==> src/sv/rrts_pkg.sv <==
// Package with the shared types and constants of the round-robin task scheduler.
`timescale 1ns / 1ps

package rrts_pkg;

    localparam int PRIO_LEVELS = 3;

    localparam int S_TDATA_W = 24;
    localparam int M_TDATA_W = 40;
    localparam int CFG_IDX_W = 8;
    localparam int CFG_DAT_W = 16;

    localparam logic [CFG_IDX_W-1:0] CFG_FIRST_ID = 8'd0;
    localparam logic [CFG_IDX_W-1:0] CFG_Q_LOW    = 8'd1;
    localparam logic [CFG_IDX_W-1:0] CFG_Q_MID    = 8'd2;
    localparam logic [CFG_IDX_W-1:0] CFG_Q_HIGH   = 8'd3;

    typedef enum logic [2:0] {
        CMD_TICK     = 3'd0,
        CMD_CREATE   = 3'd1,
        CMD_KILL     = 3'd2,
        CMD_BLOCK    = 3'd3,
        CMD_UNBLOCK  = 3'd4,
        CMD_SET_PRIO = 3'd5,
        CMD_YIELD    = 3'd6
    } t_cmd;

    typedef enum logic [1:0] {
        ST_TERM  = 2'd0,
        ST_READY = 2'd1,
        ST_RUN   = 2'd2,
        ST_BLOCK = 2'd3
    } t_status;

    // Request fields, first field in the highest bits.
    typedef struct packed {
        logic [1:0]  priority_req;
        logic [15:0] task_id;
        t_cmd        command;
    } t_request;

    // Result fields, first field in the highest bits.
    typedef struct packed {
        logic        halted;
        logic [15:0] created_id;
        logic [15:0] running_id;
        logic [3:0]  running_slot;
        logic        idle;
        logic        ok;
    } t_result;

    typedef struct packed {
        logic        id_load;
        logic [15:0] first_id;
        logic [7:0]  q_low;
        logic [7:0]  q_mid;
        logic [7:0]  q_high;
    } t_cfg;

endpackage

==> src/sv/rrts_ram.sv <==
// Generic single-write, single-read RAM with a registered read port.
`timescale 1ns / 1ps

module rrts_ram #(
    parameter int WIDTH = 26,
    parameter int DEPTH = 16
) (
    input  logic                     i_clk,
    input  logic                     i_we,
    input  logic [$clog2(DEPTH)-1:0] i_wr_addr,
    input  logic [WIDTH-1:0]         i_wr_data,
    input  logic [$clog2(DEPTH)-1:0] i_rd_addr,
    output logic [WIDTH-1:0]         o_rd_data
);

    logic [WIDTH-1:0] r_mem [DEPTH];
    logic [WIDTH-1:0] r_rd_data;

    // Read-first: a read of the address being written returns the old word.
    always_ff @(posedge i_clk) begin
        if (i_we) begin
            r_mem[i_wr_addr] <= i_wr_data;
        end
        r_rd_data <= r_mem[i_rd_addr];
    end

    assign o_rd_data = r_rd_data;

endmodule

==> src/sv/rrts_ctrl.sv <==
// Sequencer of the scheduler: walks and updates the task table held in RAM.
`timescale 1ns / 1ps

module rrts_ctrl #(
    parameter int SLOTS   = 16,
    parameter int ID_BITS = 16
) (
    input  logic              i_clk,
    input  logic              i_rst_n,
    input  logic              i_req_valid,
    output logic              o_req_ready,
    input  rrts_pkg::t_request i_req,
    input  rrts_pkg::t_cfg    i_cfg,
    input  logic              i_res_ready,
    output logic              o_res_push,
    output rrts_pkg::t_result o_res
);
    import rrts_pkg::*;

    localparam int SLOT_W = $clog2(SLOTS);
    localparam int CNT_W  = $clog2(SLOTS + 1);
    localparam int EW     = ID_BITS + 10;
    localparam logic [SLOT_W:0]    SLOTS_X   = (SLOT_W + 1)'(SLOTS);
    localparam logic [CNT_W-1:0]   SLOTS_C   = CNT_W'(SLOTS);
    localparam logic [SLOT_W-1:0]  LAST_SLOT = SLOT_W'(SLOTS - 1);

    typedef enum logic [2:0] {
        S_IDLE, S_DISPATCH, S_SCAN, S_APPLY, S_RUN, S_FIN, S_RES
    } t_state;

    typedef enum logic [1:0] {SC_ID, SC_TERM, SC_READY} t_scan;

    t_state               r_state, n_state;
    t_scan                r_mode, n_mode;
    t_cmd                 r_cmd, n_cmd;
    logic [15:0]          r_tid, n_tid;
    logic [1:0]           r_prio, n_prio;
    logic [SLOT_W-1:0]    r_cur, n_cur;
    logic [CNT_W-1:0]     r_live, n_live;
    logic [CNT_W-1:0]     r_blocked, n_blocked;
    logic [ID_BITS-1:0]   r_next_id, n_next_id;
    logic [31:0]          r_tick, n_tick;
    logic [31:0]          r_slice, n_slice;
    logic                 r_pend, n_pend;
    logic                 r_halt, n_halt;
    logic                 r_ok, n_ok;
    logic [ID_BITS-1:0]   r_created, n_created;
    logic [SLOTS-1:0]     r_valid, n_valid;
    logic [SLOT_W:0]      r_iss, n_iss;
    logic                 r_ev, n_ev;
    logic [SLOT_W-1:0]    r_base, n_base;
    logic [SLOT_W-1:0]    r_rd_idx, n_rd_idx;
    logic [SLOT_W-1:0]    r_hit_idx, n_hit_idx;
    logic [EW-1:0]        r_hit_ent, n_hit_ent;

    logic                 ram_we;
    logic [SLOT_W-1:0]    ram_wa;
    logic [EW-1:0]        ram_wd;
    logic [SLOT_W-1:0]    ram_ra;
    logic [EW-1:0]        ram_q;

    t_status              rd_st;
    logic [7:0]           rd_qt;
    logic [ID_BITS-1:0]   rd_id;
    t_status              h_st;
    logic [7:0]           h_qt;
    logic [ID_BITS-1:0]   h_id;
    logic [ID_BITS-1:0]   tid_m;
    logic [SLOT_W:0]      scan_sum;
    logic [SLOT_W-1:0]    scan_addr;
    logic                 hit;
    logic [7:0]           sel_quantum;
    logic [31:0]          elapsed;
    logic                 expired;
    logic                 can_search;
    logic [SLOT_W-1:0]    next_base;

    function automatic logic [EW-1:0] pack_ent(input t_status st, input logic [7:0] qt,
                                               input logic [ID_BITS-1:0] id);
        return {st, qt, id};
    endfunction

    function automatic logic [7:0] quantum_of(input logic [1:0] prio, input t_cfg c);
        logic [7:0] q;
        case (prio)
            2'd1:    q = c.q_mid;
            2'd2:    q = c.q_high;
            default: q = c.q_low;
        endcase
        return q;
    endfunction

    rrts_ram #(
        .WIDTH (EW),
        .DEPTH (SLOTS)
    ) u_table (
        .i_clk     (i_clk),
        .i_we      (ram_we),
        .i_wr_addr (ram_wa),
        .i_wr_data (ram_wd),
        .i_rd_addr (ram_ra),
        .o_rd_data (ram_q)
    );

    // A slot that was never written reads as terminated.
    assign rd_st = r_valid[r_rd_idx] ? t_status'(ram_q[EW-1 -: 2]) : ST_TERM;
    assign rd_qt = ram_q[ID_BITS +: 8];
    assign rd_id = ram_q[ID_BITS-1:0];
    assign h_st  = t_status'(r_hit_ent[EW-1 -: 2]);
    assign h_qt  = r_hit_ent[ID_BITS +: 8];
    assign h_id  = r_hit_ent[ID_BITS-1:0];
    assign tid_m = ID_BITS'(r_tid);

    assign scan_sum  = {1'b0, r_base} + r_iss;
    assign scan_addr = (scan_sum >= SLOTS_X) ? SLOT_W'(scan_sum - SLOTS_X) : SLOT_W'(scan_sum);
    assign next_base = (r_cur == LAST_SLOT) ? '0 : r_cur + SLOT_W'(1);

    assign sel_quantum = quantum_of(r_prio, i_cfg);
    assign elapsed     = r_tick - r_slice;
    assign expired     = elapsed >= 32'(rd_qt);
    assign can_search  = ({1'b0, r_blocked} + (CNT_W + 1)'(1)) < {1'b0, r_live};

    always_comb begin
        case (r_mode)
            SC_ID:    hit = (rd_st != ST_TERM) && (rd_id == tid_m);
            SC_TERM:  hit = (rd_st == ST_TERM);
            default:  hit = (rd_st == ST_READY);
        endcase
    end

    assign o_req_ready = i_rst_n && (r_state == S_IDLE);

    always_comb begin
        o_res.ok           = r_ok;
        o_res.idle         = (r_live == '0);
        o_res.running_slot = 4'(r_cur);
        o_res.running_id   = (r_live == '0) ? 16'd0 : 16'(rd_id);
        o_res.created_id   = 16'(r_created);
        o_res.halted       = r_halt;
    end

    always_comb begin
        n_state   = r_state;
        n_mode    = r_mode;
        n_cmd     = r_cmd;
        n_tid     = r_tid;
        n_prio    = r_prio;
        n_cur     = r_cur;
        n_live    = r_live;
        n_blocked = r_blocked;
        n_next_id = r_next_id;
        n_tick    = r_tick;
        n_slice   = r_slice;
        n_pend    = r_pend;
        n_halt    = r_halt;
        n_ok      = r_ok;
        n_created = r_created;
        n_valid   = r_valid;
        n_iss     = r_iss;
        n_ev      = r_ev;
        n_base    = r_base;
        n_hit_idx = r_hit_idx;
        n_hit_ent = r_hit_ent;
        ram_we    = 1'b0;
        ram_wa    = r_hit_idx;
        ram_wd    = r_hit_ent;
        ram_ra    = r_cur;
        o_res_push = 1'b0;

        if (i_cfg.id_load) begin
            n_next_id = ID_BITS'(i_cfg.first_id);
        end

        unique case (r_state)
            S_IDLE: begin
                // The current slot is read here so that its entry is ready at dispatch.
                if (i_req_valid && o_req_ready) begin
                    n_cmd     = i_req.command;
                    n_tid     = i_req.task_id;
                    n_prio    = i_req.priority_req;
                    n_ok      = 1'b0;
                    n_created = '0;
                    if (i_req.command == CMD_TICK) begin
                        n_tick = r_tick + 32'd1;
                    end
                    n_state = S_DISPATCH;
                end
            end
            S_DISPATCH: begin
                n_state = S_FIN;
                n_iss   = '0;
                n_ev    = 1'b0;
                n_base  = '0;
                unique case (r_cmd)
                    CMD_TICK: begin
                        n_ok = 1'b1;
                        if ((r_live != '0) && (r_pend || (!r_halt && expired))) begin
                            n_pend    = 1'b0;
                            n_slice   = r_tick;
                            n_hit_idx = r_cur;
                            if (rd_st == ST_RUN) begin
                                ram_we    = 1'b1;
                                ram_wa    = r_cur;
                                ram_wd    = pack_ent(ST_READY, rd_qt, rd_id);
                                n_hit_ent = pack_ent(ST_READY, rd_qt, rd_id);
                            end else begin
                                n_hit_ent = pack_ent(rd_st, rd_qt, rd_id);
                            end
                            if (can_search || (rd_st != ST_RUN && rd_st != ST_READY)) begin
                                n_mode  = SC_READY;
                                n_base  = next_base;
                                n_state = S_SCAN;
                            end else begin
                                n_state = S_RUN;
                            end
                        end
                    end
                    CMD_CREATE: begin
                        if (r_live < SLOTS_C) begin
                            n_mode  = SC_TERM;
                            n_state = S_SCAN;
                        end
                    end
                    CMD_KILL, CMD_BLOCK, CMD_UNBLOCK: begin
                        n_mode  = SC_ID;
                        n_state = S_SCAN;
                    end
                    CMD_SET_PRIO: begin
                        if (int'(r_prio) < PRIO_LEVELS) begin
                            n_mode  = SC_ID;
                            n_state = S_SCAN;
                        end
                    end
                    CMD_YIELD: begin
                        n_pend = 1'b1;
                        n_ok   = 1'b1;
                    end
                    default: begin
                    end
                endcase
            end
            S_SCAN: begin
                // One read issued per cycle; its data is examined in the next cycle.
                if (r_iss < SLOTS_X) begin
                    ram_ra = scan_addr;
                    n_iss  = r_iss + (SLOT_W + 1)'(1);
                    n_ev   = 1'b1;
                end else begin
                    n_ev = 1'b0;
                end
                if (r_ev) begin
                    if (hit) begin
                        n_hit_idx = r_rd_idx;
                        n_hit_ent = pack_ent(rd_st, rd_qt, rd_id);
                        if (r_mode == SC_READY) begin
                            n_cur   = r_rd_idx;
                            n_state = S_RUN;
                        end else begin
                            n_state = S_APPLY;
                        end
                    end else if (r_iss == SLOTS_X) begin
                        n_state = S_FIN;
                    end
                end
            end
            S_RUN: begin
                ram_we  = 1'b1;
                ram_wa  = r_hit_idx;
                ram_wd  = pack_ent(ST_RUN, h_qt, h_id);
                n_state = S_FIN;
            end
            S_APPLY: begin
                n_state = S_FIN;
                ram_wa  = r_hit_idx;
                unique case (r_cmd)
                    CMD_CREATE: begin
                        ram_we             = 1'b1;
                        ram_wd             = pack_ent(ST_READY, sel_quantum, r_next_id);
                        n_valid[r_hit_idx] = 1'b1;
                        n_live             = r_live + CNT_W'(1);
                        n_created          = r_next_id;
                        n_next_id          = r_next_id + ID_BITS'(1);
                        n_ok               = 1'b1;
                    end
                    CMD_KILL: begin
                        ram_we = 1'b1;
                        ram_wd = pack_ent(ST_TERM, h_qt, h_id);
                        if (h_st == ST_BLOCK) begin
                            n_blocked = r_blocked - CNT_W'(1);
                        end
                        n_live = r_live - CNT_W'(1);
                        n_ok   = 1'b1;
                    end
                    CMD_BLOCK: begin
                        if (h_st != ST_BLOCK) begin
                            ram_we    = 1'b1;
                            ram_wd    = pack_ent(ST_BLOCK, h_qt, h_id);
                            n_blocked = r_blocked + CNT_W'(1);
                            n_ok      = 1'b1;
                            if (r_live == r_blocked + CNT_W'(1)) begin
                                n_halt = 1'b1;
                            end
                        end
                    end
                    CMD_UNBLOCK: begin
                        if (h_st != ST_READY) begin
                            ram_we = 1'b1;
                            ram_wd = pack_ent(ST_READY, h_qt, h_id);
                            if (h_st == ST_BLOCK) begin
                                n_blocked = r_blocked - CNT_W'(1);
                            end
                            n_ok = 1'b1;
                            if (r_halt) begin
                                n_halt = 1'b0;
                                n_pend = 1'b1;
                            end
                        end
                    end
                    CMD_SET_PRIO: begin
                        ram_we = 1'b1;
                        ram_wd = pack_ent(h_st, sel_quantum, h_id);
                        n_ok   = 1'b1;
                    end
                    default: begin
                    end
                endcase
            end
            S_FIN: begin
                n_state = S_RES;
            end
            S_RES: begin
                // Blocking the task in the current slot forces a switch at the next tick.
                if (i_res_ready) begin
                    o_res_push = 1'b1;
                    if (r_cmd == CMD_BLOCK && r_ok && r_live != '0
                            && 32'(r_tid) == 32'(rd_id)) begin
                        n_pend = 1'b1;
                    end
                    n_state = S_IDLE;
                end
            end
            default: begin
                n_state = S_IDLE;
            end
        endcase
    end

    assign n_rd_idx = ram_ra;

    always_ff @(posedge i_clk) begin
        r_cmd     <= n_cmd;
        r_tid     <= n_tid;
        r_prio    <= n_prio;
        r_ok      <= n_ok;
        r_created <= n_created;
        r_iss     <= n_iss;
        r_base    <= n_base;
        r_rd_idx  <= n_rd_idx;
        r_hit_idx <= n_hit_idx;
        r_hit_ent <= n_hit_ent;
        r_mode    <= n_mode;
        if (!i_rst_n) begin
            r_state   <= S_IDLE;
            r_cur     <= '0;
            r_live    <= '0;
            r_blocked <= '0;
            r_next_id <= '0;
            r_tick    <= '0;
            r_slice   <= '0;
            r_pend    <= 1'b1;
            r_halt    <= 1'b0;
            r_valid   <= '0;
            r_ev      <= 1'b0;
        end else begin
            r_state   <= n_state;
            r_cur     <= n_cur;
            r_live    <= n_live;
            r_blocked <= n_blocked;
            r_next_id <= n_next_id;
            r_tick    <= n_tick;
            r_slice   <= n_slice;
            r_pend    <= n_pend;
            r_halt    <= n_halt;
            r_valid   <= n_valid;
            r_ev      <= n_ev;
        end
    end

endmodule

==> src/sv/round_robin_task_scheduler.sv <==
// Round-robin task scheduler: one request at a time, task table in a single RAM.
// A request with no table walk (yield, tick without switch) passes only the dispatch,
// finish and result states; one that seeks an id, a free slot or the next ready task
// scans one slot per cycle through the RAM read port. The result is registered.
// Synchronous active-low reset marks every slot free and restores the register defaults
// at once, with no clearing pass.
`timescale 1ns / 1ps

module round_robin_task_scheduler #(
    parameter int SLOTS   = 16,
    parameter int ID_BITS = 16
) (
    input  logic        i_clk,
    input  logic        i_rst_n,
    input  logic        s_axis_tvalid,
    output logic        s_axis_tready,
    // command[2:0], task_id[18:3], priority_req[20:19], zero pad[23:21]
    input  logic [rrts_pkg::S_TDATA_W-1:0] s_axis_tdata,
    output logic        m_axis_tvalid,
    input  logic        m_axis_tready,
    // ok[0], idle[1], running_slot[5:2], running_id[21:6], created_id[37:22],
    // halted[38], zero pad[39]
    output logic [rrts_pkg::M_TDATA_W-1:0] m_axis_tdata,
    input  logic        i_cfg_valid,
    output logic        o_cfg_ready,
    input  logic [rrts_pkg::CFG_IDX_W-1:0] i_cfg_index,
    input  logic [rrts_pkg::CFG_DAT_W-1:0] i_cfg_data
);
    import rrts_pkg::*;

    localparam int REQ_W = $bits(t_request);

    t_request   req;
    t_cfg       cfg;
    t_result    res;
    logic       res_push;
    logic       res_ready;
    logic       cfg_we;
    logic [7:0] r_q_low, r_q_mid, r_q_high;
    logic       r_out_valid;
    t_result    r_out;

    assign req = t_request'(s_axis_tdata[REQ_W-1:0]);

    assign o_cfg_ready = i_rst_n;
    assign cfg_we      = i_cfg_valid && o_cfg_ready;

    always_ff @(posedge i_clk) begin
        if (!i_rst_n) begin
            r_q_low  <= 8'd1;
            r_q_mid  <= 8'd2;
            r_q_high <= 8'd4;
        end else if (cfg_we) begin
            unique case (i_cfg_index)
                CFG_Q_LOW:  r_q_low  <= i_cfg_data[7:0];
                CFG_Q_MID:  r_q_mid  <= i_cfg_data[7:0];
                CFG_Q_HIGH: r_q_high <= i_cfg_data[7:0];
                default: begin
                end
            endcase
        end
    end

    // The first id is not kept here: its write reloads the id counter directly.
    always_comb begin
        cfg.id_load  = cfg_we && (i_cfg_index == CFG_FIRST_ID);
        cfg.first_id = i_cfg_data;
        cfg.q_low    = r_q_low;
        cfg.q_mid    = r_q_mid;
        cfg.q_high   = r_q_high;
    end

    rrts_ctrl #(
        .SLOTS   (SLOTS),
        .ID_BITS (ID_BITS)
    ) u_ctrl (
        .i_clk       (i_clk),
        .i_rst_n     (i_rst_n),
        .i_req_valid (s_axis_tvalid),
        .o_req_ready (s_axis_tready),
        .i_req       (req),
        .i_cfg       (cfg),
        .i_res_ready (res_ready),
        .o_res_push  (res_push),
        .o_res       (res)
    );

    // Output register: the sequencer may take the next request while a result waits.
    assign res_ready = !r_out_valid || m_axis_tready;

    always_ff @(posedge i_clk) begin
        if (res_push) begin
            r_out <= res;
        end
        if (!i_rst_n) begin
            r_out_valid <= 1'b0;
        end else if (res_push) begin
            r_out_valid <= 1'b1;
        end else if (m_axis_tready) begin
            r_out_valid <= 1'b0;
        end
    end

    assign m_axis_tvalid = r_out_valid;
    assign m_axis_tdata  = M_TDATA_W'(r_out);

endmodule

==> config.mk <==
export PLATFORM = sky130hd
export DESIGN_NAME = round_robin_task_scheduler
export DESIGN_NICKNAME = d
export VERILOG_FILES = /design/src/sv/rrts_pkg.sv /design/src/sv/rrts_ram.sv /design/src/sv/rrts_ctrl.sv /design/src/sv/round_robin_task_scheduler.sv
export SDC_FILE = /design/constraint.sdc
export NUM_CORES = 1
export LEC_CHECK = 0
export BUFFER_PORTS_ARGS = -buffer_cell sky130_fd_sc_hd__buf_2
export CAP_MARGIN = 40
export CORE_ASPECT_RATIO = 2
export CORE_MARGIN = 3
export CORE_UTILIZATION = 55
export DETAILED_ROUTE_END_ITERATION = 6
export GPL_TIMING_DRIVEN = 0
export HOLD_SLACK_MARGIN = 0.08
export PLACE_DENSITY = 0.74
export SYNTH_ARGS = -nofsm -noshare
export SYNTH_HDL_FRONTEND = slang
export SYNTH_SLANG_ARGS = --single-unit
==> constraint.sdc <==
create_clock -name i_clk -period 8.5 [get_ports i_clk]
set_input_delay 1.7 -clock i_clk [delete_from_list [all_inputs] [get_ports i_clk]]
set_output_delay 1.7 -clock i_clk [all_outputs]
set_load 0.02 [all_outputs]
* After elaboration in Yosys (flattened, before gate mapping)
Memory sizes are Yosys's and may differ from the RTL's. A register that Yosys moved wholly into a read port is not among the register bits. Cells that the tools add are included. Widths: inputs -> output; s select.
Word-level totals: bits in registers 263, RAM bits 416, bits of input ports 53, output and inout bits 43, logic and storage cells 268, memories 1
Cells by class: add/sub/neg operators 12, $lt $le $gt $ge 9, equal/unequal tests 57, multiplexer cells 95, bitwise gates (word level) 4, reductions and logical operators 58
Memory list:
- u_ctrl.u_table.r_mem | words 16, bits a word 26, rd ports 1, clocked after memory_dff 1, wr ports 1, line rrts_ram.sv:16 | logic [WIDTH-1:0] r_mem [DEPTH];
Operators by type and width (number):
- $mux 26 | 10
- $pmux 26 s5 | 1
- $mux 16 | 5
- $pmux 26 s3 | 1
- $pmux 26 s2 | 1
- $mux 4 | 11
- $ne 2x1->1 const B | 17
- $add 32x1->32 const B | 1
- $eq 16x16->1 | 2
- $ge 32x8->1 | 1
- $pmux 16 s2 | 1
- $sub 32x32->32 | 1
- $mux 3 | 10
- $mux 1 | 27
- $mux 5 | 4
- $pmux 5 s2 | 2
- $eq 3x3->1 const B | 6
- $pmux 3 s6 | 1
- $add 16x1->16 const B | 1
- $eq 8x2->1 const B | 2
- $or 16x16->16 | 1
- $pmux 8 s2 | 1
- $add 5x1->5 const B | 3
- $pmux 1 s3 | 5
- other kinds (53) | 120

* Depth between registers and ports, before layout
depth in word-level cells 10, depth in mapped cells 21

* By module
From an unflattened synthesis, not the netlist that was laid out.
Unflattened totals: cells, all modules 2341, area total of the unflattened synthesis 31292.5 um^2
Modules (own cells, without submodules):
- rrts_ram | times used 1, cells each 686, area an instance 16377.0 um^2, sequential area each 13012.5 um^2
- rrts_ctrl | times used 1, cells each 1513, area an instance 12698.4 um^2, sequential area each 4774.6 um^2
- round_robin_task_scheduler | times used 1, cells each 142, area an instance 2217.1 um^2, sequential area each 1671.6 um^2

* Least setup slack after synthesis
No wires, ideal clock.
kind input to register, start point input port m_axis_tready, end point register u_ctrl.r_pend, arrival time 5.058 ns, slack 3.373 ns, cell stages on the path 6, path through nor2b_1 > nor3_1 > a21oi_1 > a211oi_1 > a21oi_1 > o21ai_1
On the way: longest elaborated chain between the ends 3
Ends and longest elaborated chain:
- start: declaration | line round_robin_task_scheduler.sv:20 | input logic m_axis_tready,
- $logic_or 1x1->1 | line round_robin_task_scheduler.sv:89 | assign res_ready = !r_out_valid || m_axis_tready;
- $ne 2x2->1 (no line)
- $reduce_and 8->1 (no line)
- end signal: assignment | line rrts_ctrl.sv:382 | r_pend <= n_pend;
- end: declaration | line rrts_ctrl.sv:44 | logic r_pend, n_pend;
No other way between the ends. A chain may end at the register's enable or synchronous reset.

* Final worst setup path
start point register u_ctrl.r_tick[4], end point memory u_ctrl.u_table.r_mem[13][14], data pin
On the way: longest elaborated chain between the ends 8
Ends and longest elaborated chain:
- start: declaration | line rrts_ctrl.sv:42 | logic [31:0] r_tick, n_tick;
- start signal: assignment | line rrts_ctrl.sv:380 | r_tick <= n_tick;
- $sub 32x32->32 | line rrts_ctrl.sv:119 | assign elapsed = r_tick - r_slice;
- $ge 32x8->1 | line rrts_ctrl.sv:120 | assign expired = elapsed >= 32'(rd_qt);
- $logic_and 1x1->1 | line rrts_ctrl.sv:197 | if ((r_live != '0) && (r_pend || (!r_halt && expired))) begin
- $logic_or 1x1->1 | line rrts_ctrl.sv:197
- $logic_and 1x1->1 | line rrts_ctrl.sv:197
- $mux 26 | line rrts_ctrl.sv:197
- $mux 26 | line rrts_ctrl.sv:194 | unique case (r_cmd)
- $pmux 26 s3 | line rrts_ctrl.sv:174 | unique case (r_state)
- via u_ctrl.ram_wd[14] | line rrts_ctrl.sv:58 | logic [EW-1:0] ram_wd;
- end: declaration | line rrts_ram.sv:16
The timed path passes the listed nets, and every way through them passes these cells.

==> impl_metrics.py <==
metrics = {
    "timing": {
        "fin_crit_sh": 0.736,
        "finalWorstSetupSlack_ns": 2.24,
        "fin_skew_ns": 0.0289,
        "holdWs_ns": 0.422,
        "finalHoldViolCount": 0,
        "layout_min_cycle_time_ns": 6.26,
        "final.setup.tns_ns": 0,
        "drv_slew": 0,
        "max-slew-margin-rel": 0.305,
        "setup_viol": 0,
        "tightestPinTransition_ns": 1.04,
        "rsz0062_at_grt": "false",
        "fmax_mhz": 160,
    },
    "setup_path": {
        "setup.worst_path.end": "u_ctrl.u_table.r_mem[13][14]",
        "r2r-end": "u_ctrl.u_table.r_mem[13][14]",
        "crit_required_ns": 8.78,
        "critPathKind": "flip-flop to flip-flop",
        "cp-start-kind": "flip-flop",
        "setup.worst_path.start": "u_ctrl.r_tick[4]",
        "r2r_slack_ns": 2.24,
        "path_max_fanout": 16,
        "cp-end-kind": "flip-flop",
        "crit_path_cell_trace": "ha_1, o211ai_1, a21oi_1, nor2_1, xnor2_1, ha_1, a21o_1, a21oi_1, o221ai_1, nor4_1, o2111ai_1, nor4_1, nand4_1, nor4_4, nor3_1, buf_4, buf_6, a211oi_2",
        "worstPathArrival_ns": 6.53,
        "max_stage_delay_ns": 0.84,
        "worstReg2RegStart": "u_ctrl.r_tick[4]",
        "crit_path_top_delay_cell": "a211oi_2",
        "r2r_cells": 18,
    },
    "die": {
        "die_x_um": 176,
        "core_area_um2": 56600,
        "dieArea_um2": 60600,
        "io-pin-count": 96,
        "initial_utilization": 0.558,
        "die_y_um": 345,
        "rows": 123,
    },
    "global_route": {
        "grt.overflow.total": 0,
        "grt_pass1_vias": 22400,
        "grt_pass1_wl_mm": 137,
        "grt_use_total": 0.301,
        "grt_max_degree": 27,
        "antenna_found_initial": 10,
    },
    "clock_tree": {
        "cts.clk_slew.worst_paths_ns": 0.07,
        "cts.sinks": 705,
        "cts_buffers": 57,
        "clock_latency_ns": 0.64,
        "cts_tree": "built",
        "cts_setup_buffers": 0,
        "htree_num_levels": 2,
        "root_buffer": "clkbuf_16",
        "clockBufferDepth": 3,
        "cts_hold_buf": 0,
        "post_cts_resized": 0,
    },
    "synth": {
        "synthTopCellsByArea": "edfxtp_1, dfxtp_1, mux4_2",
        "synthesis.instances": 2367,
        "yosysMostFrequentCell": "edfxtp_1",
        "synth_adder_area_share": 0.0280,
        "async_flop_share": 0,
        "yosys-top-cells-count": "edfxtp_1, nand2_1, dfxtp_1, nor2_1, mux4_2",
        "synth_compound_area_frac": 0.100,
        "ys.flop_type": "edfxtp_1",
        "synth_edf_count": 534,
        "yosys.area_share.simple": 0.111,
        "ys_seq_area_frac": 0.615,
        "synth.ff_latch_count": 705,
        "syn_area_um2": 31600,
        "synth_top_family_by_area": "simple AND/OR/NAND/NOR gates",
        "avgSynthCellArea_um2": 13.4,
        "synth_warnings": 0,
        "syn-num-nets": 2489,
        "synth.distinct_cells": 75,
        "synthMuxAreaShare": 0.0993,
        "yosysTopAreaCell": "edfxtp_1",
        "synth_top_cell_area_share": 0.507,
        "synth_xor_area_frac": 0.0194,
    },
    "power": {
        "p_leak_nw": 12.8,
        "powerDensity_nw_per_um2": 202,
        "vdd_ir_drop_max_mv": 0.166,
        "power_mw": 7.27,
    },
    "placed_design": {
        "post-place-cells": 3259,
        "place.gp.congestion": 0.953,
        "pre_cts_ws_ns": 2.29,
        "port_buffers": 90,
        "dp_hpwl_mm": 66.7,
        "placed_cell_area_um2": 34000,
    },
    "cells_and_area": {
        "nets": 2695,
        "synthToLayoutAreaGrowth_pct": 14.0,
        "final_core_util": 0.636,
        "final_area_um2": 36000,
        "fin_cells": 3375,
        "drive_above_1_share": 0.161,
    },
    "worst_hold_path": {
        "hold_class": "flip-flop to flip-flop",
    },
    "status": {
        "status": "completed",
    },
    "route": {
        "antenna_left": 0,
        "dr.first_iter.drc_count": 1864,
        "routed_wl_mm": 91.7,
        "wire_per_inst_um": 27.2,
        "vias": 21500,
        "firstDrtPassIters": 5,
        "avgViaCountPerCell": 6.36,
        "drc": 0,
    },
    "job": {
        "max-cap-violations": 0,
    },
}
-- cells by family after synthesis --
family                     after synthesis
other                                    1
adders and majority gates               69
and+or+nand+nor                        685
buffers and inverters                  205
muxes                                  177
AOI/OAI and AO/OA                      455
DFF                                    705
xor gates and xnor gates                70
-- routing by layer --
layer / vias up / wire, um / share of wire / track usage
li1: 9412 / - / - / -
met5: - / 0 / 0 / 0
met3: 369 / 4550 / 0.050 / 0.0414
met1: 10700 / 29600 / 0.32 / 0.303
met4: 0 / 7640 / 0.083 / 0.210
met2: 954 / 49900 / 0.54 / 0.561
-- cell type report --
cell class / count / area [um^2]
multi-input combinational: 1457 / 11500
timing repair buffer: 147 / 1240
antenna: 4 / 10.0
inverter: 78 / 293
clock buffer: 71 / 1490
fill: 4193 / 20600
sequential: 705 / 19500
tap: 750 / 938
buffer: 127 / 538
clock inverter: 36 / 514
-- how the worst min path moves through the flow --
| stage | slack, ns | endpoint | cells past startpoint | startpoint |
|---|---|---|---|---|
| after floorplan | 0.40 | m_axis_tdata[22] | 0 | u_ctrl.r_created[0] |
| after global placement | 0.41 | m_axis_tdata[28] | 0 | u_ctrl.r_created[6] |
| after detailed placement | 0.40 | m_axis_tdata[28] | 0 | u_ctrl.r_created[6] |
| after CTS | 0.43 | m_axis_tdata[25] | 0 | u_ctrl.r_created[3] |
| after global routing | 0.43 | m_axis_tdata[29] | 0 | u_ctrl.r_created[7] |
| final | 0.42 | m_axis_tdata[25] | 0 | u_ctrl.r_created[3] |
-- registers in the layout, indices dropped and copies added (netlist names), 5 cells and up --
| name | count |
|---|---|
| u_ctrl.r_iss | 5 |
| u_ctrl.r_tick | 32 |
| u_ctrl.r_blocked | 5 |
| u_ctrl.u_table.r_mem | 416 |
| u_ctrl.r_hit_ent | 26 |
| u_ctrl.r_live | 5 |
| u_ctrl.r_valid | 16 |
| r_q_high | 8 |
| u_ctrl.r_created | 16 |
| u_ctrl.u_table.o_rd_data | 26 |
| r_q_mid | 8 |
| u_ctrl.r_next_id | 16 |
| m_axis_tdata | 39 |
| u_ctrl.r_slice | 32 |
| r_q_low | 8 |
| u_ctrl.r_tid | 16 |
-- critical path: cells and delay by family (launching register included) --
family / cells / cell delay [ns]
buffers and inverters: 2 / 0.40
XOR/XNOR: 1 / 0.18
flip-flops: 1 / 0.40
AO/OA/AOI/OAI: 7 / 2.35
adder cells (fa/ha/maj): 2 / 0.71
AND/OR/NAND/NOR: 6 / 1.85
-- power by group --
group,internal (mW),switching (mW),total [mW],leakage [nW]
Sequential,3.86,0.0328,3.89,6.26
Combinational,0.162,0.366,0.529,5.60
Clock,1.62,1.24,2.85,0.962
-- placed cells by master, fill, tap and decap left out, drive strengths merged, types with 16 or more instances in the layout --
cell type  netlist  layout
nand4           39      39
mux2i           66      66
o21ai           85      85
a211oi          64      64
a31oi           34      34
o211ai          22      22
o22ai           27      27
ha              66      66
o21a            28      28
nor3            48      48
dfxtp          171     171
edfxtp         534     534
a22oi           18      18
nor2b           95      95
clkbuf          95     166
and2            71      71
nor2           113     113
a21oi           73      73
a21boi          18      18
a21o            20      20
inv             78      80
nand2b          16      16
xnor2           55      55
buf             32     179
nand2          179     179
and3            48      48
nand3           26      26
clkinv           0      18
mux4           109     109
No activity file was read; power rests on OpenSTA's default activity.
